$ cat src/design/dvkf_pkg.sv
package dvkf_pkg;

    localparam int FRAC_BITS = 16;
    localparam int DATA_W = 32;
    localparam int CFG_W = 24;
    localparam int DT_W = 17;
    localparam int CFG_IDX_W = 2;

    localparam logic [CFG_IDX_W-1:0] REG_Q_DEPTH = 2'd0;
    localparam logic [CFG_IDX_W-1:0] REG_Q_RATE = 2'd1;
    localparam logic [CFG_IDX_W-1:0] REG_R_MEAS = 2'd2;

    localparam logic [CFG_W-1:0] Q_DEPTH_RESET = 24'd328;
    localparam logic [CFG_W-1:0] Q_RATE_RESET = 24'd131;
    localparam logic [CFG_W-1:0] R_MEAS_RESET = 24'd6554;

    localparam logic signed [DATA_W-1:0] P00_RESET = 32'sd131072;
    localparam logic signed [DATA_W-1:0] P11_RESET = 32'sd65536;

    localparam logic signed [DATA_W-1:0] S32_MAX = 32'sh7fffffff;
    localparam logic signed [DATA_W-1:0] S32_MIN = 32'sh80000000;

    function automatic logic signed [DATA_W-1:0] sat34(input logic signed [33:0] v);
        logic signed [DATA_W-1:0] r;
        if (v > 34'sh07fffffff) r = S32_MAX;
        else if (v < -34'sh080000000) r = S32_MIN;
        else r = v[DATA_W-1:0];
        return r;
    endfunction

endpackage

$ cat src/design/depth_velocity_kalman_filter_top.sv
// Two-state depth and depth-rate Kalman filter in signed Q16.16. One transfer
// on the input channel gives exactly one transfer on the output channel. All
// arithmetic goes through one shared 32x32 multiplier and one saturating adder
// under a step sequencer, and the two gains come from a bit-serial divider
// that produces one quotient bit per cycle. When the innovation variance is
// positive, the result is offered after 13 prediction steps, two divisions and
// 10 update steps. When the variance is not positive, the divisions and
// updates are skipped, and the result is offered after the prediction steps.
// The block accepts no new item until the result has been transferred, so a
// new item can be taken in the cycle after that. Configuration writes take
// effect immediately and are expected only while the block is idle.
module depth_velocity_kalman_filter_top (
    input  logic                      clk,
    input  logic                      rst_n,
    input  logic                      in_valid,
    output logic                      in_stall,
    input  logic signed [31:0]        raw_depth,
    input  logic signed [31:0]        depth_correction,
    input  logic [16:0]               time_step,
    output logic                      out_valid,
    input  logic                      out_stall,
    output logic signed [31:0]        depth_estimate,
    output logic signed [31:0]        rate_estimate,
    input  logic                      cfg_write,
    input  logic [1:0]                cfg_index,
    input  logic [23:0]               cfg_data
);

    localparam int DW = dvkf_pkg::DATA_W;

    localparam logic [2:0] ST_IDLE = 3'd0;
    localparam logic [2:0] ST_CALC = 3'd1;
    localparam logic [2:0] ST_DIV  = 3'd2;
    localparam logic [2:0] ST_OUT  = 3'd3;

    // Micro-op codes for the step sequencer.
    localparam logic [1:0] OP_MUL = 2'd0;
    localparam logic [1:0] OP_ADD = 2'd1;
    localparam logic [1:0] OP_SUB = 2'd2;

    // Register file slots.
    localparam logic [3:0] R_XD  = 4'd0;
    localparam logic [3:0] R_XR  = 4'd1;
    localparam logic [3:0] R_P00 = 4'd2;
    localparam logic [3:0] R_P01 = 4'd3;
    localparam logic [3:0] R_P11 = 4'd4;
    localparam logic [3:0] R_DT  = 4'd5;
    localparam logic [3:0] R_Z   = 4'd6;
    localparam logic [3:0] R_T   = 4'd7;
    localparam logic [3:0] R_Y   = 4'd8;
    localparam logic [3:0] R_S   = 4'd9;
    localparam logic [3:0] R_K0  = 4'd10;
    localparam logic [3:0] R_K1  = 4'd11;
    localparam logic [3:0] R_QD  = 4'd12;
    localparam logic [3:0] R_QR  = 4'd13;
    localparam logic [3:0] R_RM  = 4'd14;
    localparam logic [3:0] R_CR  = 4'd15;

    typedef struct packed {
        logic [1:0] op;
        logic [3:0] a;
        logic [3:0] b;
        logic [3:0] d;
    } uop_t;

    localparam int NPRE = 14;
    localparam int NPOST = 10;

    function automatic uop_t pre_op(input logic [3:0] i);
        uop_t u;
        unique case (i)
            4'd0:  u = '{OP_MUL, R_DT, R_XR, R_T};
            4'd1:  u = '{OP_ADD, R_XD, R_T, R_XD};
            4'd2:  u = '{OP_MUL, R_DT, R_P01, R_T};
            4'd3:  u = '{OP_ADD, R_P00, R_T, R_P00};
            4'd4:  u = '{OP_MUL, R_DT, R_P11, R_T};
            4'd5:  u = '{OP_ADD, R_P01, R_T, R_P01};
            4'd6:  u = '{OP_MUL, R_DT, R_P01, R_T};
            4'd7:  u = '{OP_ADD, R_P00, R_T, R_P00};
            4'd8:  u = '{OP_ADD, R_P00, R_QD, R_P00};
            4'd9:  u = '{OP_ADD, R_P11, R_QR, R_P11};
            4'd10: u = '{OP_ADD, R_Z, R_CR, R_Z};
            4'd11: u = '{OP_SUB, R_Z, R_XD, R_Y};
            4'd12: u = '{OP_ADD, R_P00, R_RM, R_S};
            default: u = '{OP_ADD, R_P00, R_RM, R_S};
        endcase
        return u;
    endfunction

    function automatic uop_t post_op(input logic [3:0] i);
        uop_t u;
        unique case (i)
            4'd0: u = '{OP_MUL, R_K0, R_Y, R_T};
            4'd1: u = '{OP_ADD, R_XD, R_T, R_XD};
            4'd2: u = '{OP_MUL, R_K1, R_Y, R_T};
            4'd3: u = '{OP_ADD, R_XR, R_T, R_XR};
            4'd4: u = '{OP_MUL, R_K1, R_P01, R_T};
            4'd5: u = '{OP_SUB, R_P11, R_T, R_P11};
            4'd6: u = '{OP_MUL, R_K0, R_P00, R_T};
            4'd7: u = '{OP_SUB, R_P00, R_T, R_P00};
            4'd8: u = '{OP_MUL, R_K0, R_P01, R_T};
            default: u = '{OP_SUB, R_P01, R_T, R_P01};
        endcase
        return u;
    endfunction

    logic [2:0] state_reg, state_next;
    logic       post_reg, post_next;
    logic [3:0] step_reg, step_next;
    logic signed [DW-1:0] rf_reg [16];
    logic [DW-1:0] cfg_q_depth_reg, cfg_q_rate_reg, cfg_r_meas_reg;

    logic       div_sel_reg;
    logic [5:0] div_cnt_reg;
    logic [48:0] div_num_reg;
    logic [48:0] div_quo_reg;
    logic [32:0] div_rem_reg;
    logic        div_neg_reg;

    uop_t uop;
    logic signed [DW-1:0] opa, opb, res;
    logic signed [63:0] prod;
    logic signed [63:0] prod_r;
    logic signed [47:0] prod_sh;
    logic signed [33:0] sum;

    logic [33:0] rem_try;
    logic        div_bit;
    logic [48:0] quo_mag;
    logic signed [49:0] quo_s;
    logic signed [DW-1:0] quo_sat;
    logic signed [DW-1:0] num_v;
    logic [DW-1:0] num_abs;

    always_comb
    begin
        uop = post_reg ? post_op(step_reg) : pre_op(step_reg);
        opa = rf_reg[uop.a];
        opb = rf_reg[uop.b];
        prod = opa * opb;
        prod_r = prod + 64'sd32768;
        prod_sh = prod_r[63:16];
        if (prod_sh > 48'sh00007fffffff) res = dvkf_pkg::S32_MAX;
        else if (prod_sh < -48'sh000080000000) res = dvkf_pkg::S32_MIN;
        else res = prod_sh[31:0];
        sum = '0;
        case (uop.op)
            OP_ADD:  sum = 34'(opa) + 34'(opb);
            OP_SUB:  sum = 34'(opa) - 34'(opb);
            default: sum = '0;
        endcase
        if (uop.op != OP_MUL) res = dvkf_pkg::sat34(sum);
    end

    always_comb
    begin
        num_v = div_sel_reg ? rf_reg[R_P01] : rf_reg[R_P00];
        num_abs = num_v[DW-1] ? 32'(-num_v) : 32'(num_v);
        rem_try = {div_rem_reg, div_num_reg[48]} - {2'b00, rf_reg[R_S]};
        div_bit = !rem_try[33];
        quo_mag = {div_quo_reg[47:0], div_bit};
        quo_s = div_neg_reg ? -$signed({1'b0, quo_mag}) : $signed({1'b0, quo_mag});
        if (quo_s > 50'sh0007fffffff) quo_sat = dvkf_pkg::S32_MAX;
        else if (quo_s < -50'sh00080000000) quo_sat = dvkf_pkg::S32_MIN;
        else quo_sat = quo_s[31:0];
    end

    always_comb
    begin
        state_next = state_reg;
        post_next = post_reg;
        step_next = step_reg;
        unique case (state_reg)
            ST_IDLE:
            begin
                if (in_valid)
                begin
                    state_next = ST_CALC;
                    post_next = 1'b0;
                    step_next = '0;
                end
            end
            ST_CALC:
            begin
                step_next = step_reg + 4'd1;
                if (!post_reg && step_reg == 4'(NPRE - 2))
                begin
                    state_next = (res > 0) ? ST_DIV : ST_OUT;
                end
                else if (post_reg && step_reg == 4'(NPOST - 1))
                begin
                    state_next = ST_OUT;
                end
            end
            ST_DIV:
            begin
                if (div_cnt_reg == 6'd48 && div_sel_reg)
                begin
                    state_next = ST_CALC;
                    post_next = 1'b1;
                    step_next = '0;
                end
            end
            ST_OUT:
            begin
                if (!out_stall) state_next = ST_IDLE;
            end
            default: state_next = ST_IDLE;
        endcase
    end

    always_ff @(posedge clk or negedge rst_n)
    begin
        if (!rst_n)
        begin
            state_reg <= ST_IDLE;
            post_reg <= 1'b0;
            step_reg <= '0;
            rf_reg[R_XD] <= '0;
            rf_reg[R_XR] <= '0;
            rf_reg[R_P00] <= dvkf_pkg::P00_RESET;
            rf_reg[R_P01] <= '0;
            rf_reg[R_P11] <= dvkf_pkg::P11_RESET;
            cfg_q_depth_reg <= 32'(dvkf_pkg::Q_DEPTH_RESET);
            cfg_q_rate_reg <= 32'(dvkf_pkg::Q_RATE_RESET);
            cfg_r_meas_reg <= 32'(dvkf_pkg::R_MEAS_RESET);
            div_sel_reg <= 1'b0;
            div_cnt_reg <= '0;
        end
        else
        begin
            state_reg <= state_next;
            post_reg <= post_next;
            step_reg <= step_next;
            if (cfg_write)
            begin
                unique case (cfg_index)
                    dvkf_pkg::REG_Q_DEPTH: cfg_q_depth_reg <= 32'(cfg_data);
                    dvkf_pkg::REG_Q_RATE:  cfg_q_rate_reg <= 32'(cfg_data);
                    dvkf_pkg::REG_R_MEAS:  cfg_r_meas_reg <= 32'(cfg_data);
                    default: ;
                endcase
            end
            if (state_reg == ST_IDLE && in_valid)
            begin
                rf_reg[R_DT] <= 32'(time_step);
                rf_reg[R_Z] <= raw_depth;
                rf_reg[R_CR] <= depth_correction;
                rf_reg[R_QD] <= cfg_q_depth_reg;
                rf_reg[R_QR] <= cfg_q_rate_reg;
                rf_reg[R_RM] <= cfg_r_meas_reg;
                div_sel_reg <= 1'b0;
                div_cnt_reg <= '0;
            end
            if (state_reg == ST_CALC)
            begin
                rf_reg[uop.d] <= res;
                if (!post_reg && step_reg == 4'(NPRE - 2))
                begin
                    div_num_reg <= {num_abs, 17'd0} >> 1;
                    div_neg_reg <= rf_reg[R_P00][DW-1];
                    div_rem_reg <= '0;
                    div_quo_reg <= '0;
                    div_cnt_reg <= '0;
                    div_sel_reg <= 1'b0;
                end
            end
            if (state_reg == ST_DIV)
            begin
                if (div_cnt_reg == 6'd48)
                begin
                    rf_reg[div_sel_reg ? R_K1 : R_K0] <= quo_sat;
                    div_sel_reg <= 1'b1;
                    div_cnt_reg <= '0;
                    div_rem_reg <= '0;
                    div_quo_reg <= '0;
                    div_num_reg <= {1'b0, rf_reg[R_P01][DW-1] ? 32'(-rf_reg[R_P01])
                                                              : 32'(rf_reg[R_P01]), 16'd0};
                    div_neg_reg <= rf_reg[R_P01][DW-1];
                end
                else
                begin
                    div_rem_reg <= div_bit ? rem_try[32:0]
                                           : {div_rem_reg[31:0], div_num_reg[48]};
                    div_num_reg <= {div_num_reg[47:0], 1'b0};
                    div_quo_reg <= quo_mag;
                    div_cnt_reg <= div_cnt_reg + 6'd1;
                end
            end
        end
    end

    assign in_stall = (state_reg != ST_IDLE);
    assign out_valid = (state_reg == ST_OUT);
    assign depth_estimate = rf_reg[R_XD];
    assign rate_estimate = rf_reg[R_XR];

    a_one_busy: assert property (@(posedge clk) disable iff (!rst_n)
        !(out_valid && !in_stall))
        else $error("result shown while block ready");
    a_out_hold: assert property (@(posedge clk) disable iff (!rst_n)
        out_valid && out_stall |=> out_valid && $stable(depth_estimate))
        else $error("result lost under stall");
    a_accept_busy: assert property (@(posedge clk) disable iff (!rst_n)
        in_valid && !in_stall |=> in_stall)
        else $error("block not busy after accepting an item");

endmodule
$ cat config.mk
export PLATFORM = sky130hd
export DESIGN_NAME = depth_velocity_kalman_filter_top
export DESIGN_NICKNAME = d
export VERILOG_FILES = /design/src/design/dvkf_pkg.sv /design/src/design/depth_velocity_kalman_filter_top.sv
export SDC_FILE = /design/constraint.sdc
export NUM_CORES = 2
export LEC_CHECK = 0
export BUFFER_PORTS_ARGS = -buffer_cell sky130_fd_sc_hd__buf_2
export CORE_UTILIZATION = 45
export CTS_CLUSTER_DIAMETER = 30
export DETAILED_ROUTE_END_ITERATION = 8
export PLACE_DENSITY_LB_ADDON = 0.05
export SYNTH_ARGS = -nofsm -noshare
export SYNTH_HDL_FRONTEND = slang
export SYNTH_SLANG_ARGS = --single-unit
$ cat constraint.sdc
create_clock -name clk -period 14.55 [get_ports clk]
set_input_delay 0.7275 -clock clk [delete_from_list [all_inputs] [get_ports clk]]
set_output_delay 0.7275 -clock clk [all_outputs]
set_load 0.01 [all_outputs]
==> run_results.csv <==
group,metric,value,unit
status,status,"completed",
worst_setup_path,criticalPathCategory,"flop to flop",
final_layout,regArea,20200,um^2
logic_synthesis,synthTopCellsByCount,"1737 x nand2_1, 1097 x inv_1, 1084 x fa_1",
worst_setup_path,r2r-end,"rf_reg[322]",
detailed_routing,remaining_drc_errors,0,
worst_setup_path,arrival,14.86,ns
detailed_routing,drtIter0Drc,7132,
sta,period_needed,14.25,ns
detailed_routing,via_per_inst,5.99,
cts,clk_path_buf_depth,3,
logic_synthesis,ys_warn_count,0,
sta,max-slew-margin-rel,2.55,%
worst_setup_path,path_buf_inv,11,
worst_setup_path,path_depth,47,
cts,clk_pin_slew,0.05,ns
detailed_routing,via_count,71500,
logic_synthesis,synth.top_cell.area_share,26.1,%
global_routing,grt.total_usage,39.0,%
global_routing,antenna_found_initial,14,
place,numPortBuffers,177,
sta,rsz0062_at_grt,"false",
die,die_area,186000,um^2
min_path,whs_path_depth,3,
global_routing,grt_max_degree,103,
logic_synthesis,netlist_top_cells_area,"fa_1 26%, edfxtp_1 17%, nand2_1 7.8%",
sta,whs,0.205,ns
cts,cts_tree,"yes",
worst_setup_path,worst-path-max-fanout,55,
place,post-dp-hpwl,279000,um
logic_synthesis,avgSynthCellArea,8.96,um^2
logic_synthesis,ys.flop_type,"edfxtp_1",
final_layout,multi_input_area,56000,um^2
place,place.gp.congestion,1.05,
sta,finalHoldViolations,0,
worst_setup_path,cp-end-kind,"flop",
worst_setup_path,crit_required,15.15,ns
logic_synthesis,synth_most_common_cell,"nand2_1",
die,initial_utilization,45.3,%
job,cap_viol_max_count,0,
worst_setup_path,rrSetupSlack,0.30,ns
final_layout,syn2layout_area_growth,12.4,%
logic_synthesis,syn_nets,10700,
sta,skew,0.0302,ns
sta,max_freq,0.0702,GHz
detailed_routing,ant_nets,0,
die,dieWidth,432,um
die,num_rows,157,
worst_setup_path,path_delay_family,"adder cells",
worst_setup_path,cpMostUsedCell,"fa_1",
worst_setup_path,crit_path_top_delay_cell,"inv_1",
logic_synthesis,syn_inst,9275,
final_layout,num-fill-cells,17400,
detailed_routing,wl_per_cell,30.4,um
min_path,hold_end,"rf_reg[3]",
cts,clock-sinks,713,
cts,clk_latency,0.78,ns
die,die_height,432,um
cts,root_buffer,"clkbuf_16",
detailed_routing,routed_wl,363000,um
logic_synthesis,synth-edff-count,467,
sta,fin_tns_setup,0,ns
worst_setup_path,crit_path_max_incr_delay,0.62,ns
min_path,hold_path.class,"input port to flop",
global_routing,overflow,0,
global_routing,grt_pass1_vias,72500,
sta,worst_slew_pin_slew,1.45,ns
logic_synthesis,ys_seq_area_share,24.3,%
cts,post_cts_buffers,0,
logic_synthesis,synth_area,83100,um^2
die,core,183000,um^2
cts,numCtsBuffers,151,
cts,htreeDepth,4,
final_layout,drive_gt1_share,12.8,%
worst_setup_path,r2r_start,"step_reg[0]",
logic_synthesis,async_reset_ff_share,34.5,%
sta,period_share,98.0,%
sta,finalSetupViolations,0,
logic_synthesis,synth-seq-cells,713,
min_path,min_from,"depth_correction[3]",
global_routing,grt_pass1_wl,520000,um
detailed_routing,drt-pass1-iter-count,8,
worst_setup_path,start_kind,"flop",
sta,maxSlewViolCount,0,
logic_synthesis,synth_top_area_cell,"fa_1",
place,placed_area,88200,um^2
worst_setup_path,ff2ff_path_depth,47,
final_layout,fin_nets,10800,
logic_synthesis,yosysUniqueCellTypes,115,
final_layout,final_area,93400,um^2
die,ios,178,
per-layer routing:
layer	vias up	global-route usage (%)	wire (um)
met4	8	28.0	32100
met2	3417	62.4	166000
met1	36400	47.7	138000
met3	964	6.51	26400
li1	30700	-	-
met5	-	0	57
worst register-to-register path, delay by kind of cell (launching register included):
kind | cells | cell delay, ns
AOI/OAI and AO/OA | 18 | 4.41
xor gates and xnor gates | 1 | 0.19
adders and majority gates | 10 | 4.81
buffers and inverters | 11 | 2.78
DFF | 1 | 0.59
muxes | 1 | 0.35
and+or+nand+nor | 6 | 0.97
per-stage QoR:
stage	instances	utilization, %	setup slack (ns)
detailed placement	11600	48.1	0.465
global placement	11600	48.1	0.465
CTS	11900	50.9	0.394
finish	11900	51.0	0.295
floorplan	9275	-	1.65
global route	11900	51.0	0.0186
how the worst max path moves through the flow:
stage	start	endpoint	slack, ns
finish	step_reg[0]	rf_reg[322]	0.30
detailed placement	step_reg[0]	rf_reg[321]	0.47
global route	step_reg[0]	state_reg[0]	0.02
CTS	step_reg[0]	rf_reg[322]	0.39
floorplan	step_reg[0]	rf_reg[184]	1.65
global placement	step_reg[0]	rf_reg[34]	0.46
layout make-up:
cell class | count | share of cell area, %
inverters | 1125 | 4.52
clock inverters | 87 | 1.01
well taps | 2464 | 3.30
repair buffers | 599 | 5.04
flip-flops and latches | 713 | 21.6
multi-input cells | 6741 | 60.0
diodes | 7 | 0.0188
clock buffers | 193 | 4.54
cells in the final DEF (no fill, tap or decap), types with 114 or more instances in the layout:
cell and n:
nand2_1 1727, inv_1 1096, fa_1 1084, nor2_1 793
edfxtp_1 467, buf_4 370, o21ai_0 274, ha_1 260
dfrtp_1 230, a21oi_1 209, mux2i_1 204, a31oi_1 192
buf_2 176, mux2_2 173, clkbuf_16 159, nand3_1 150
and3_1 127, xnor2_1 118, and2_1 117, a21o_1 114
cells by family (layout without fill, tap and decap cells):
kind of cell,Yosys count,count (layout),share of synthesized area [%]
adders and majority gates,1345,1345,30.0
other,0,7,0
muxes,389,389,5.03
xor gates and xnor gates,231,231,2.43
and+or+nand+nor,3351,3351,17.5
buffers and inverters,1822,2004,8.86
AOI/OAI and AO/OA,1424,1425,11.8
DFF,713,713,24.3
what timing repair did:
item                                   CTS  global route
setup endpoints to repair                0             2
resized for setup                        0             4
hold buffers                             1             0
endpoints found under the hold margin   38             0
Power is not shown: default switching activity piles up to over one toggle a cycle in this logic, so the estimate is an artifact.
